==> src/strrot_pkg.sv <==
// Shared types and constants for the string rotation checker.
// Used by strrot_ctrl, strrot_dp and string_rotation_checker; no dependencies.
`timescale 1ns / 1ps
`default_nettype none

package strrot_pkg;

  localparam int MAX_LEN = 128;
  localparam int IDX_W   = $clog2(MAX_LEN);
  localparam int CNT_W   = $clog2(MAX_LEN + 2);
  localparam int OFF_W   = 7;

  typedef enum logic [1:0] {
    ST_FOUND    = 2'd0,
    ST_NOT_ROT  = 2'd1,
    ST_LEN_DIFF = 2'd2,
    ST_TOO_LONG = 2'd3
  } res_status_t;

  typedef enum logic {
    CMD_FIRST  = 1'b0,
    CMD_SECOND = 1'b1
  } load_cmd_t;

  typedef enum logic [2:0] {
    S_LOAD,
    S_CHECK,
    S_READ,
    S_COMP,
    S_DONE
  } state_t;

  typedef struct packed {
    logic       command;
    logic [7:0] char_code;
    logic       last_char;
  } in_beat_t;

  typedef struct packed {
    logic [1:0]       status;
    logic [OFF_W-1:0] rotation_offset;
  } out_beat_t;

  typedef struct packed {
    logic        load;
    logic        set_code;
    res_status_t code;
    logic        search_init;
    logic        step;
    logic        post;
  } strrot_cmd_t;

  typedef struct packed {
    logic ov;
    logic len_eq;
    logic match;
    logic j_last;
    logic k_last;
    logic out_free;
  } strrot_stat_t;

endpackage

`default_nettype wire

==> src/strrot_dp.sv <==
// Datapath for the string rotation checker: both character stores, counts,
// search indexes and the result register. Depends on strrot_pkg.
`timescale 1ns / 1ps
`default_nettype none

module strrot_dp
  import strrot_pkg::*;
(
  input  wire logic        clk,
  input  wire logic        rst,
  input  wire in_beat_t    in_data,
  input  wire strrot_cmd_t cmd,
  output strrot_stat_t     stat,
  output logic             out_valid,
  input  wire logic        out_ready,
  output out_beat_t        out_data
);

  logic [7:0] first_mem  [MAX_LEN];
  logic [7:0] second_mem [MAX_LEN];

  logic [CNT_W-1:0] first_count, second_count;
  logic             overflow_seen, first_closed;
  logic [IDX_W-1:0] k, j, p;
  logic [7:0]       rd_first, rd_second;
  res_status_t      result_code;
  logic [OFF_W-1:0] result_offset;

  logic [CNT_W-1:0] fc_eff, sc_eff;
  logic             ov_eff;
  logic             wr_first, wr_second;
  logic [CNT_W-1:0] wr_count;
  logic [CNT_W-1:0] p_inc, k_inc;

  always_comb begin
    fc_eff    = first_count;
    sc_eff    = second_count;
    ov_eff    = overflow_seen;
    if (in_data.command == CMD_FIRST && first_closed) begin
      fc_eff = '0;
      sc_eff = '0;
      ov_eff = 1'b0;
    end
    wr_count  = (in_data.command == CMD_FIRST) ? fc_eff : sc_eff;
    wr_first  = cmd.load && in_data.command == CMD_FIRST &&
                fc_eff < CNT_W'(MAX_LEN);
    wr_second = cmd.load && in_data.command == CMD_SECOND &&
                sc_eff < CNT_W'(MAX_LEN);
    p_inc     = CNT_W'(p) + CNT_W'(1);
    k_inc     = CNT_W'(k) + CNT_W'(1);
  end

  always_ff @(posedge clk) begin
    if (wr_first) begin
      first_mem[wr_count[IDX_W-1:0]] <= in_data.char_code;
    end
    if (wr_second) begin
      second_mem[wr_count[IDX_W-1:0]] <= in_data.char_code;
    end
    rd_first  <= first_mem[p];
    rd_second <= second_mem[j];
  end

  always_ff @(posedge clk) begin
    if (rst) begin
      first_count   <= '0;
      second_count  <= '0;
      overflow_seen <= 1'b0;
      first_closed  <= 1'b0;
      out_valid     <= 1'b0;
    end else begin
      if (cmd.load) begin
        if (in_data.command == CMD_FIRST) begin
          first_closed <= in_data.last_char;
          second_count <= sc_eff;
          if (fc_eff < CNT_W'(MAX_LEN + 1)) begin
            first_count <= fc_eff + CNT_W'(1);
          end else begin
            first_count <= fc_eff;
          end
          overflow_seen <= ov_eff || !(fc_eff < CNT_W'(MAX_LEN));
        end else begin
          if (second_count < CNT_W'(MAX_LEN + 1)) begin
            second_count <= second_count + CNT_W'(1);
          end
          if (!(second_count < CNT_W'(MAX_LEN))) begin
            overflow_seen <= 1'b1;
          end
        end
      end
      if (cmd.post) begin
        first_count   <= '0;
        second_count  <= '0;
        overflow_seen <= 1'b0;
        first_closed  <= 1'b0;
        out_valid     <= 1'b1;
      end else if (out_ready) begin
        out_valid <= 1'b0;
      end
    end
  end

  always_ff @(posedge clk) begin
    if (cmd.search_init) begin
      k <= '0;
      j <= '0;
      p <= '0;
    end else if (cmd.step) begin
      if (stat.match) begin
        j <= j + IDX_W'(1);
        p <= (p_inc == first_count) ? '0 : p_inc[IDX_W-1:0];
      end else begin
        k <= k_inc[IDX_W-1:0];
        j <= '0;
        p <= k_inc[IDX_W-1:0];
      end
    end
    if (cmd.set_code) begin
      result_code   <= cmd.code;
      result_offset <= (cmd.code == ST_FOUND) ? OFF_W'(k) : '0;
    end
    if (cmd.post) begin
      out_data.status          <= result_code;
      out_data.rotation_offset <= result_offset;
    end
  end

  always_comb begin
    stat.ov       = overflow_seen;
    stat.len_eq   = first_count == second_count;
    stat.match    = rd_first == rd_second;
    stat.j_last   = (CNT_W'(j) + CNT_W'(1)) == first_count;
    stat.k_last   = k_inc == first_count;
    stat.out_free = !out_valid || out_ready;
  end

`ifndef SYNTHESIS
  assert property (@(posedge clk) disable iff (rst)
    cmd.post |-> (!out_valid || out_ready))
    else $error("result register overwritten while full");
  assert property (@(posedge clk) disable iff (rst)
    out_valid && out_data.status != ST_FOUND |-> out_data.rotation_offset == '0)
    else $error("nonzero offset without a rotation");
  assert property (@(posedge clk) disable iff (rst)
    first_count <= CNT_W'(MAX_LEN + 1) && second_count <= CNT_W'(MAX_LEN + 1))
    else $error("count beyond saturation");
  assert property (@(posedge clk) disable iff (rst)
    cmd.post |=> first_count == '0 && second_count == '0 && !overflow_seen)
    else $error("pair state not cleared after result");
`endif

endmodule

`default_nettype wire

==> config.mk <==
export PLATFORM = sky130hd
export DESIGN_NAME = strrot_dp
export DESIGN_NICKNAME = d
export VERILOG_FILES = /design/src/strrot_pkg.sv /design/src/strrot_dp.sv
export SDC_FILE = /design/constraint.sdc
export NUM_CORES = 2
export LEC_CHECK = 0
export BUFFER_PORTS_ARGS = -buffer_cell sky130_fd_sc_hd__buf_2
export CAP_MARGIN = 10
export CORE_ASPECT_RATIO = 0.6
export CORE_MARGIN = 1.5
export CORE_UTILIZATION = 40
export CTS_BUF_LIST = sky130_fd_sc_hd__clkbuf_4 sky130_fd_sc_hd__clkbuf_8 sky130_fd_sc_hd__clkbuf_16
export DETAILED_ROUTE_END_ITERATION = 6
export RECOVER_POWER = 50
export SLEW_MARGIN = 20
export SYNTH_ARGS = -nofsm -noshare
export SYNTH_HDL_FRONTEND = slang
export SYNTH_SLANG_ARGS = --single-unit
==> constraint.sdc <==
create_clock -name clk -period 5.69 [get_ports clk]
set_clock_uncertainty 0.2 [all_clocks]
set_input_delay 1.138 -clock clk [delete_from_list [all_inputs] [get_ports clk]]
set_output_delay 1.138 -clock clk [all_outputs]
set_load 0.005 [all_outputs]
* Yosys cells after proc, flatten, opt, wreduce, memory -nomap -nowiden *
Memories as Yosys holds them, arrays and structs flattened. A register that Yosys moved wholly into a read port is not among the register bits.
Index checks and enable logic that the tools add are counted.

storage, ports and cells
  word-level logic and storage cells = 68
  bits in writable memories = 2048
  flip-flop bits (word level) = 58
  memories kept = 2
  input bits = 20
  output and inout bits = 16

operators by class
  add/subtract/negate cells = 6
  muxes and demuxes = 18
  equal/unequal tests = 7
  $lt $le $gt $ge = 5
  reduce and logical (&&, ||, !) cells = 16
  bitwise gates (word level) = 2

memories
  memory      words  width  rd ports  clocked after memory_dff  wr ports  line             RTL
  first_mem   128    8      1         1                         1         strrot_dp.sv:19  logic [7:0] first_mem [MAX_LEN];
  second_mem  128    8      1         1                         1         strrot_dp.sv:20  logic [7:0] second_mem [MAX_LEN];

operator list
  kind                   count
  $eq A8 B8 Y1           5
  $lt A8 B8 Y1 const B   5
  $mux W8                5
  $mux W7                4
  $add A7 B1 Y8 const B  3
  $add A8 B1 Y8 const B  2
  $mux W1                9
  $reduce_and A2 Y1      4
  $add A7 B1 Y7 const B  1
  $logic_and A1 B1 Y1    5
  $logic_not A1 Y1       2
  $logic_not A2 Y1       1
  $logic_or A1 B1 Y1     2
  $ne A2 B1 Y1 const B   1
  $ne A2 B2 Y1 const B   1
  $not A1 Y1             2
  $reduce_bool A2 Y1     1
  $reduce_or A2 Y1       1

* Longest topological paths before layout *
  depth in word-level cells = 7
  mapped depth = 11
  mapped depth without buffers = 9

* Worst setup path after synthesis *
Ideal clock, no wire load.

  kind = input-to-reg
  from = input in_data[9] (netlist name)
  to = register first_count[6]
  buffers on the path = 2
  arrival = 3.375 ns
  path slack = 2.045 ns
  stages on the path = 11
  required time = 5.420 ns
  library setup time = 0.070 ns
  cell sequence = clkbuf_1 -> nand2b_1 -> clkbuf_1 -> nand2_1 -> ha_1 -> or4b_1 -> o311ai_2 -> and2_1 -> nand4_1 -> a211o_1 -> a21oi_1

on the way
  longest elaborated chain between the ends = 5
  elaborated cells between the ends (all ways) = 7
  classes of those cells = 1 x add/sub; 1 x order compare; 2 x mux; 1 x bitwise; 2 x reduce/logical

RTL lines
  element                                               line                              RTL
  start, declared                                       strrot_dp.sv:11                   input wire in_beat_t in_data,
  $not A1 Y1 (no line) *                                n/a
  $logic_and A1 B1 Y1                                   strrot_dp.sv:39                   if (in_data.command == CMD_FIRST && first_closed) begin
  $mux W8                                               strrot_dp.sv:39
  $add A8 B1 Y8 / $lt A8 B8 Y1 (equally long branches)  strrot_dp.sv:77, strrot_dp.sv:76
  $mux W8                                               strrot_dp.sv:76                   if (fc_eff < CNT_W'(MAX_LEN + 1)) begin
  end signal, assigned                                  strrot_dp.sv:77                   first_count <= fc_eff + CNT_W'(1);
  end, declared                                         strrot_dp.sv:22                   logic [CNT_W-1:0] first_count, second_count;

Mark *: on every way between the ends. The rest lies on a longest branch, timed or not.
A chain may end at the register's enable or synchronous reset.

* Final worst setup path *
  from = input in_data[2] (netlist name)
  to = memory first_mem[124][1] (data pin)

RTL lines
  element        line
  end, declared  strrot_dp.sv:19

No word-level cell before the write port.

==> flow_metrics.env <==
export IMPL_status="finished with violations"
export IMPL_violations="max-capacitance violations, max-slew violations"
export IMPL_drive_above_1_share=0.270
export IMPL_fmax_ghz=0.202
export IMPL_cts_sinks=2122
export IMPL_layout_common_cells="2066 x edfxtp_1, 624 x mux4_2, 300 x nor2_1"
export IMPL_ys_types=65
export IMPL_ctsResizeCount=0
export IMPL_syn_area_um2=82500
export IMPL_cts_root_buf="clkbuf_16"
export IMPL_cts_buffer_depth=4
export IMPL_grt_max_degree=126
export IMPL_ff_latch_area_um2=63200
export IMPL_route_detailed_drc=0
export IMPL_die_area_um2=209000
export IMPL_worstHoldEndpoint="out_data[2]"
export IMPL_crit_fanout=98
export IMPL_multiInputGateArea_um2=18300
export IMPL_cts_htree_levels=4
export IMPL_nFillCells=16900
export IMPL_ys_ff_latch=2122
export IMPL_clock_latency_ps=840
export IMPL_place_gp_congestion=0.828
export IMPL_r2r_start="p[2]"
export IMPL_finalSetupTns_ps=0
export IMPL_reg2reg_depth=7
export IMPL_grt_setup_unrepaired="no"
export IMPL_worstHoldPathType="flop to flop"
export IMPL_fin_nets=3873
export IMPL_crit_type="input pin to flop"
export IMPL_cts_hold_repair_buffers=0
export IMPL_start_kind="input pin"
export IMPL_synth_edff_count=2066
export IMPL_area_growth_pct=11.7
export IMPL_die_h_um=355
export IMPL_total_power_mw=31.2
export IMPL_syn_avg_cell_area_um2=22.1
export IMPL_fp_coreArea_um2=204000
export IMPL_cp_num_buf_inv=2
export IMPL_rows=128
export IMPL_post_cts_setup_buffer_count=0
export IMPL_drtAntennaViolNets=0
export IMPL_cts_tree="built"
export IMPL_final_common_cell="edfxtp_1"
export IMPL_ios=36
export IMPL_path_clk_slew_ps=60
export IMPL_grt_overflow=0
export IMPL_syn_nets=3769
export IMPL_ys_warn_count=0
export IMPL_die_w_um=589
export IMPL_cpMaxStageDelayCell="clkbuf_1"
export IMPL_hold_path_depth=0
export IMPL_required_ps=5730
export IMPL_antenna_found_initial=16
export IMPL_rrSetupSlack_ps=1640
export IMPL_drv_slew=1203
export IMPL_maxCapViolCount=17
export IMPL_hp_start="result_offset[2]"
export IMPL_slowest_delay_ps=1900
export IMPL_synth_main_ff_cell="edfxtp_1"
export IMPL_num_vias=39400
export IMPL_end_kind="flop"
export IMPL_setup_violations=0
export IMPL_fin_crit_ps=4950
export IMPL_fin_crit_sh=0.869
export IMPL_port_buffers=35
export IMPL_via_per_inst=5.85
export IMPL_drtPass1Iterations=6
export IMPL_track_usage=0.196
export IMPL_worst_pin_slew_ps=4310
export IMPL_dp_hpwl_mm=127
export IMPL_reg2reg_to="rd_first[0]"
export IMPL_async_reset_ff_frac=0
export IMPL_post_drt_wl_per_cell_um=30.7
export IMPL_p_per_area_nw_per_um2=338
export IMPL_grt_pass1_wl_mm=293
export IMPL_irDropWorstVdd_uv=243
export IMPL_cp_arrival_ps=4990
export IMPL_max_slew_margin=-1.87
export IMPL_cts_buffers=192
export IMPL_path_cells="clkbuf_2 > clkbuf_1"
export IMPL_synthCells=3742
export IMPL_start_util=0.405
export IMPL_cellLeakagePower_nw=27.2
export IMPL_grt_pass1_vias=38200
export IMPL_cp_top_family="buffers and inverters"
export IMPL_dr_first_iter_drc_count=5327
export IMPL_wirelength_mm=206
export IMPL_hold_violations=0
export IMPL_synth_seq_area_share=0.765
synthesized netlist by cell type (all sizes together) (12+ instances only):
master     n  share of area
buf      122         0.0081
nand3b    12         0.0011
inv       13        0.00059
clkbuf   107         0.0049
mux2i     17         0.0021
a22oi     20         0.0018
dfxtp     56          0.014
mux4     624           0.17
nand3     25         0.0016
nand2     73         0.0034
a221oi    16         0.0017
o211ai    19         0.0017
edfxtp  2066           0.75
o22ai     33         0.0025
o21ai     18         0.0011
xnor2     30         0.0032
xor2      26         0.0028
nor2     300          0.014
a21oi     42         0.0025
worst max path at each step:
stage | startpoint | end | slack [ps] | depth (start not counted)
floorplan | in_data[9] | first_count[6] | 2050 | 11
global placement | in_data[9] | first_mem[15][2] | 790 | 7
detailed placement | in_data[9] | first_mem[15][6] | 720 | 7
CTS | j[0] | stat[2] | 940 | 7
global route | in_data[2] | first_mem[124][1] | 420 | 2
finish | in_data[2] | first_mem[124][1] | 740 | 2
sequential cells by signal, summed over array words and instances (netlist names):
register,cells
first_mem,1024
second_mem,1024
out_data,9
first_count,8
rd_first,8
rd_second,8
second_count,8
j,7
k,7
p,7
result_offset,7
result_code,2
first_closed,1
out_valid,1
overflow_seen,1
logic make-up after synthesis:
| family | after synthesis | synth area share |
|---|---|---|
| compound gates | 182 | 0.0152 |
| buf+inv | 243 | 0.0136 |
| simple gates | 489 | 0.0260 |
| fa+ha+maj | 7 | 0.00106 |
| mux | 642 | 0.173 |
| xor+xnor | 57 | 0.00622 |
| flops | 2122 | 0.765 |
routing by layer:
metal	track usage	wire length [um]	vias to the layer above
met5	0	82	-
met4	0.0337	3170	12
met3	0.0818	27700	248
met2	0.246	80300	1993
met1	0.316	95200	21200
li1	-	-	15900
layout make-up:
cell class / instances / area share
Sequential cell: 2122 / 0.686
Clock buffer: 235 / 0.0564
Clock inverter: 108 / 0.0103
Tap cell: 2730 / 0.0371
Timing Repair Buffer: 139 / 0.0119
Multi-Input combinational cell: 1377 / 0.198
Inverter: 14 / 0.000570
Antenna cell: 1 / 0.0000272
power by group:
part           internal (mW)  switching [mW]
Combinational          0.351           0.661
Clock                   7.26            5.69
Sequential              17.2          0.0440
Total                   24.8            6.40
stage by stage:
stage | cell area, um2 | instances | hold slack [ps] | setup WS [ps] | util
finish | 92200 | 6726 | 218 | 744 | 0.452
detailed placement | 86100 | 6381 | 205 | 721 | 0.423
global placement | 86100 | 6381 | 207 | 793 | 0.423
global route | 92200 | 6726 | 231 | 420 | 0.452
CTS | 92300 | 6724 | 212 | 937 | 0.453
floorplan | 82500 | 3742 | 200 | 2050 | -
Power figures use the tool's default switching activity.
